===== config.mk =====
export PLATFORM = sky130hd
export DESIGN_NAME = abme_ctrl
export DESIGN_NICKNAME = d
export VERILOG_FILES = /design/src/rtl/abme_pkg.sv /design/src/rtl/abme_ctrl.sv
export SDC_FILE = /design/constraint.sdc
export NUM_CORES = 1
export LEC_CHECK = 0
export BUFFER_PORTS_ARGS = -buffer_cell sky130_fd_sc_hd__buf_2
export CAP_MARGIN = 30
export CORE_AREA = 2 2 41 43
export CTS_BUF_LIST = sky130_fd_sc_hd__clkbuf_8
export DETAILED_ROUTE_END_ITERATION = 16
export DIE_AREA = 0 0 43 45
export PLACE_DENSITY = 0.85
export SYNTH_ARGS = -nofsm -noshare
export SYNTH_HDL_FRONTEND = slang
export SYNTH_SLANG_ARGS = --single-unit

===== constraint.sdc =====
create_clock -name clk -period 4.3 [get_ports clk]
set_clock_uncertainty 0.05 [all_clocks]
set_input_delay 0.215 -clock clk [delete_from_list [all_inputs] [get_ports clk]]
set_output_delay 0.215 -clock clk [all_outputs]
set_load 0.02 [all_outputs]

===== src/rtl/abme_pkg.sv =====
`default_nettype none
// ----------------------------------------------------------------------------
// abme_pkg
// Shared field widths, operation and status codes, and the command and status
// structs that join the controller to the datapath.
// ----------------------------------------------------------------------------
package abme_pkg;

	localparam int VID_W      = 6;
	localparam int FUNC_W     = 3;
	localparam int STAT_W     = 3;
	localparam int CNT_W      = 13;
	localparam int VCNT_W     = 7;
	localparam int NSQ_W      = 2 * VCNT_W;
	localparam int CFG_IDX_W  = 2;
	localparam int CFG_DATA_W = 7;
	localparam int CHUNK_MAX  = 8;

	localparam logic [FUNC_W-1:0] FN_ADD     = 3'd0;
	localparam logic [FUNC_W-1:0] FN_REMOVE  = 3'd1;
	localparam logic [FUNC_W-1:0] FN_QUERY   = 3'd2;
	localparam logic [FUNC_W-1:0] FN_RECOUNT = 3'd3;
	localparam logic [FUNC_W-1:0] FN_CLEAR   = 3'd4;

	localparam logic [STAT_W-1:0] ST_OK    = 3'd0;
	localparam logic [STAT_W-1:0] ST_FULL  = 3'd1;
	localparam logic [STAT_W-1:0] ST_EMPTY = 3'd2;
	localparam logic [STAT_W-1:0] ST_RANGE = 3'd3;
	localparam logic [STAT_W-1:0] ST_SELF  = 3'd4;

	localparam logic [CFG_IDX_W-1:0] REG_VERTEX_COUNT = 2'd0;
	localparam logic [CFG_IDX_W-1:0] REG_DIRECTED     = 2'd1;
	localparam logic [CFG_IDX_W-1:0] REG_SELF_LOOPS   = 2'd2;

	localparam logic [VCNT_W-1:0] VCNT_RST     = 7'd64;
	localparam logic              DIRECTED_RST = 1'b0;
	localparam logic              SELF_RST     = 1'b1;

	typedef logic [1:0] rsel_t;
	localparam rsel_t RS_ROW_A   = 2'd0;
	localparam rsel_t RS_ROW_B   = 2'd1;
	localparam rsel_t RS_ROW_CNT = 2'd2;

	typedef logic [1:0] wsel_t;
	localparam wsel_t WS_ROW_A = 2'd0;
	localparam wsel_t WS_ROW_B = 2'd1;
	localparam wsel_t WS_ZERO  = 2'd2;

	typedef logic [2:0] cop_t;
	localparam cop_t CO_HOLD = 3'd0;
	localparam cop_t CO_INC  = 3'd1;
	localparam cop_t CO_DEC  = 3'd2;
	localparam cop_t CO_CLR  = 3'd3;
	localparam cop_t CO_LOAD = 3'd4;

	typedef struct packed {
		logic  item_ld;
		logic  eval;
		logic  mem_rd;
		rsel_t rd_sel;
		logic  mem_wr;
		wsel_t wr_sel;
		cop_t  cnt_op;
		logic  row_clr;
		logic  row_inc;
		logic  acc_clr;
		logic  row_ld;
		logic  chunk_step;
		logic  res_ld;
	} abme_cmd_t;

	typedef struct packed {
		logic [FUNC_W-1:0] func;
		logic              op_ok;
		logic              linked;
		logic              undirected;
		logic              same_vertex;
		logic              n_zero;
		logic              row_last_sweep;
		logic              row_last_scan;
		logic              chunk_last;
		logic              out_busy;
		logic              cfg_clr;
	} abme_stat_t;

endpackage
`default_nettype wire


===== src/rtl/abme_ctrl.sv =====
`default_nettype none
// ----------------------------------------------------------------------------
// abme_ctrl
// Sequencer for the matrix engine: decodes each request and steps the
// datapath through row reads, row writes, the recount scan and clearing passes.
// ----------------------------------------------------------------------------
module abme_ctrl import abme_pkg::*; (
	input  logic       clk,
	input  logic       arst_n,
	input  logic       req_valid,
	input  abme_stat_t stat,
	output abme_cmd_t  cmd,
	output logic       req_ready
);

	localparam logic [3:0] S_IDLE   = 4'd0;
	localparam logic [3:0] S_DEC    = 4'd1;
	localparam logic [3:0] S_EVA    = 4'd2;
	localparam logic [3:0] S_RDB    = 4'd3;
	localparam logic [3:0] S_WRB    = 4'd4;
	localparam logic [3:0] S_SC_RD  = 4'd5;
	localparam logic [3:0] S_SC_LD  = 4'd6;
	localparam logic [3:0] S_SC_CNT = 4'd7;
	localparam logic [3:0] S_SC_END = 4'd8;
	localparam logic [3:0] S_DONE   = 4'd9;
	localparam logic [3:0] S_SWEEP  = 4'd10;

	logic [3:0] state_q;
	logic [3:0] state_nxt;
	logic       edge_write;

	// An add of an absent edge or a removal of a present one changes the store.
	assign edge_write = stat.op_ok &&
		(((stat.func == FN_ADD) && !stat.linked) ||
		((stat.func == FN_REMOVE) && stat.linked));

	always_comb begin
		cmd       = '0;
		state_nxt = state_q;
		req_ready = 1'b0;
		case (state_q)
			S_IDLE: begin
				if (stat.cfg_clr) begin
					cmd.row_clr = 1'b1;
					state_nxt   = S_SWEEP;
				end else begin
					req_ready = 1'b1;
					if (req_valid) begin
						cmd.item_ld = 1'b1;
						state_nxt   = S_DEC;
					end
				end
			end
			S_DEC: begin
				cmd.eval   = 1'b1;
				cmd.mem_rd = 1'b1;
				cmd.rd_sel = RS_ROW_A;
				case (stat.func)
					FN_ADD, FN_REMOVE, FN_QUERY: begin
						state_nxt = S_EVA;
					end
					FN_RECOUNT: begin
						cmd.row_clr = 1'b1;
						cmd.acc_clr = 1'b1;
						if (stat.n_zero) begin
							cmd.cnt_op = CO_CLR;
							state_nxt  = S_DONE;
						end else begin
							state_nxt = S_SC_RD;
						end
					end
					FN_CLEAR: begin
						cmd.cnt_op  = CO_CLR;
						cmd.row_clr = 1'b1;
						state_nxt   = S_DONE;
					end
					default: begin
						state_nxt = S_DONE;
					end
				endcase
			end
			S_EVA: begin
				cmd.eval  = 1'b1;
				state_nxt = S_DONE;
				if (edge_write) begin
					cmd.mem_wr = 1'b1;
					cmd.wr_sel = WS_ROW_A;
					cmd.cnt_op = (stat.func == FN_ADD) ? CO_INC : CO_DEC;
					if (stat.undirected && !stat.same_vertex) begin
						state_nxt = S_RDB;
					end
				end
			end
			S_RDB: begin
				cmd.mem_rd = 1'b1;
				cmd.rd_sel = RS_ROW_B;
				state_nxt  = S_WRB;
			end
			S_WRB: begin
				cmd.mem_wr = 1'b1;
				cmd.wr_sel = WS_ROW_B;
				state_nxt  = S_DONE;
			end
			S_SC_RD: begin
				cmd.mem_rd = 1'b1;
				cmd.rd_sel = RS_ROW_CNT;
				state_nxt  = S_SC_LD;
			end
			S_SC_LD: begin
				cmd.row_ld = 1'b1;
				state_nxt  = S_SC_CNT;
			end
			S_SC_CNT: begin
				cmd.chunk_step = 1'b1;
				if (stat.chunk_last) begin
					cmd.row_inc = 1'b1;
					state_nxt   = stat.row_last_scan ? S_SC_END : S_SC_RD;
				end
			end
			S_SC_END: begin
				cmd.cnt_op = CO_LOAD;
				state_nxt  = S_DONE;
			end
			S_DONE: begin
				if (!stat.out_busy) begin
					cmd.res_ld = 1'b1;
					state_nxt  = (stat.func == FN_CLEAR) ? S_SWEEP : S_IDLE;
				end
			end
			S_SWEEP: begin
				cmd.mem_wr = 1'b1;
				cmd.wr_sel = WS_ZERO;
				if (stat.cfg_clr) begin
					cmd.row_clr = 1'b1;
				end else begin
					cmd.row_inc = 1'b1;
					if (stat.row_last_sweep) begin
						state_nxt = S_IDLE;
					end
				end
			end
			default: begin
				state_nxt = S_IDLE;
			end
		endcase
	end

	// The store holds garbage after reset, so the block starts with a clearing pass.
	always_ff @(posedge clk or negedge arst_n) begin
		if (!arst_n) begin
			state_q <= S_SWEEP;
		end else begin
			state_q <= state_nxt;
		end
	end

	a_one_item_at_a_time: assert property (@(posedge clk) disable iff (!arst_n)
		(req_valid && req_ready) |=> !req_ready)
		else $error("request accepted while a previous one is still in work");

	a_ready_only_idle: assert property (@(posedge clk) disable iff (!arst_n)
		req_ready |-> (state_q == S_IDLE))
		else $error("request channel ready outside the idle state");

	a_state_legal: assert property (@(posedge clk) disable iff (!arst_n)
		(state_q <= S_SWEEP))
		else $error("sequencer in an unknown state");

endmodule
`default_nettype wire


==> metrics.txt <==
fin crit period 2.268 ns; register area share after synthesis 13.80%; Peak supply drop 0.0004244 V; Post-synth EDFFs 0; initial core utilization 50.51%; Rows 14; length of the first detailed-routing pass in iterations 4; final WL 2111 um; Pint 0.2690 mW; Seq. cell area 102.6 um2; Synth cell types 42; area of the mapped netlist 743.2 um2; syn_nets 131; Synth Flop Type dfstp_2; IO Count 34; largest net degree at the start of global routing 22; syn_area_per_cell 6.463 um2; register bit total from synthesis 4; Reg clk slew, reported paths 0.04 ns; status finished clean; Syn. warnings 0; worst hold path type in2reg; CP Data Arrival Time 2.00 ns; antenna violations before repair 0; worst setup path class reg2out; Gate power share 63.1%; Power, Total 0.5942 mW; clock buffer depth 2; Post-CTS Hold Buffers 1; f_max 0.4410 GHz; Setup crit start kind register; Worst-Skew Late Latency 0.23 ns; Port Buffers 33; Resized cells post-CTS 0; first-pass GRT wire length 3401 um; Total Neg Setup Slack 0 ns; detailed router's first-iteration violation count 28; Die Height 45 um; vias post-DR 952; WP data required 4.03 ns; clk sinks 4; power per cell area 637.5 nW/um2; sequential share of power 22.7%; final global-route overflow total 0; Critical Path End Type output port; RSZ-0062 raised after global routing no; Routed Antenna Nets 0; layout cells sized above 1 31.47%; Final Hold Viols 0; LEAKAGE 0.4476 nW; Worst Tran Pin Value 0.6503 ns; # nets final 160; TritonCTS buffer count 3; Largest regs state_q x4; post-placement cell area 877.1 um2; P&R area growth vs syn 25.42%; Die X 43 um; Fin Hold WS 0.1861 ns; most flop-heavy register state_q; Root Buffer Master clkbuf_8; sw power 0.3252 mW; core area 1471 um2; asr flop ratio synth 100.0%; DRC Markers 0; GRT Total Usage 22.54%; clock network power share 14.1%; switching share of power 54.73%; number of setup violations in the final report 0; Gate Count Post-Synth 115; Antenna diodes 0; Final period util 52.74%; area of the multi-input gates 574.3 um2; Slew Limit Fails 0; vias in the first global route 774; Largest register FFs 4; max-capacitance violation count 0; TritonCTS clock tree built; Worst slew margin 56.65%; DR vias/cell 5.987; die area 1935 um2; post-CTS setup buffers 0; post-route cell area 932.1 um2; htree depth 1; fillers 143; CP max FO 21; Final GP Congestion 0.8170; DR WL/cell 13.28 um; dpl hpwl 1560 um
synthesized netlist by cell type, types with 2 or more instances:
library cell	count	share of area (%)
dfstp_2	2	7.1
nand2_1	8	4.0
o21ai_1	6	4.0
nor4_1	4	3.4
nor3_1	4	2.7
nand3_1	4	2.7
and3b_1	2	2.4
o21ai_0	3	2.0
nor2_1	17	8.6
dfrtp_1	2	6.7
a21oi_1	13	8.8
nor2b_1	2	1.7
nor4bb_1	2	2.7
o31ai_1	2	2.0
or3_1	2	1.7
inv_1	3	1.5
buf_2	8	5.4
nand2b_1	3	2.5
and2_1	4	3.4
a31oi_1	2	1.7
placed cells by master, fill, tap and decap left out, types with 2 or more instances in the layout:
cell / n
o21ai_1: 6
nor2_1: 17
clkbuf_8: 3
nor3_1: 4
buf_2: 33
o31ai_1: 2
nand3_1: 4
o21ai_0: 3
nor4_1: 4
dfrtp_1: 2
a21oi_1: 13
nand2_1: 8
nor2b_1: 2
and2_1: 4
inv_1: 4
nand2b_1: 3
dfstp_2: 2
nor4bb_1: 2
a31oi_1: 2
and3b_1: 2
or3_1: 2
final timing paths:
kind                         endpoint  slack, ns  cells past startpoint        from
setup / recovery               cmd[6]       2.03                      5  state_q[0]
hold / removal             state_q[2]       0.19                      2     stat[2]
setup reg to reg           state_q[3]       2.39                      5  state_q[0]
hold reg to reg            state_q[1]       0.62                      2  state_q[1]
max in group asynchronous  state_q[3]       3.71                      2      arst_n
min in group asynchronous  state_q[0]       0.27                      2      arst_n
power by group through the flow:
stage	logic, mW	clock network (mW)	registers, mW
after floorplan	0.346	0	0.0744
after global placement	0.365	0	0.127
after detailed placement	0.373	0	0.131
after CTS	0.375	0.0854	0.131
after global routing	0.411	0.0897	0.142
final	0.375	0.0840	0.135
routing by layer:
metal	track usage, %	vias to the layer above	part of all wire, %
li1	-	475	-
met1	31.78	420	42
met2	36.97	55	46
met3	4.000	2	11
met4	3.636	0	0.38
met5	0	-	0
kinds of logic (layout without fill, tap and decap cells):
kind of cell / count (synthesis) / count (layout) / synth area share, %
compound gates: 34 / 34 / 28.96
buf+inv: 14 / 42 / 8.922
flops: 4 / 4 / 13.80
simple gates: 62 / 62 / 47.14
xor+xnor: 1 / 1 / 1.179
layout make-up:
class	instances	area share [%]
Multi-Input combinational cell	97	61.61
Clock inverter	1	0.4027
Timing Repair Buffer	34	18.79
Sequential cell	4	11.01
Tap cell	16	2.148
Clock buffer	3	4.430
Inverter	4	1.611
critical path, stage by stage, from the launching register on:
cell      delay (ns)
dfrtp_1         0.61
nand2b_1        0.40
nor3_2          0.31
a21oi_1         0.07
o31ai_1         0.19
buf_2           0.20
per-stage QoR:
step,cells,utilization [%],setup slack [ns]
2_1_floorplan,115,-,2.340
5_1_grt,159,63.35,1.854
4_1_cts,159,63.35,2.058
6_report,159,63.35,2.032
3_3_place_gp,154,59.61,2.349
3_5_place_dp,154,59.61,2.301
No activity file was read; power rests on OpenSTA's default activity.
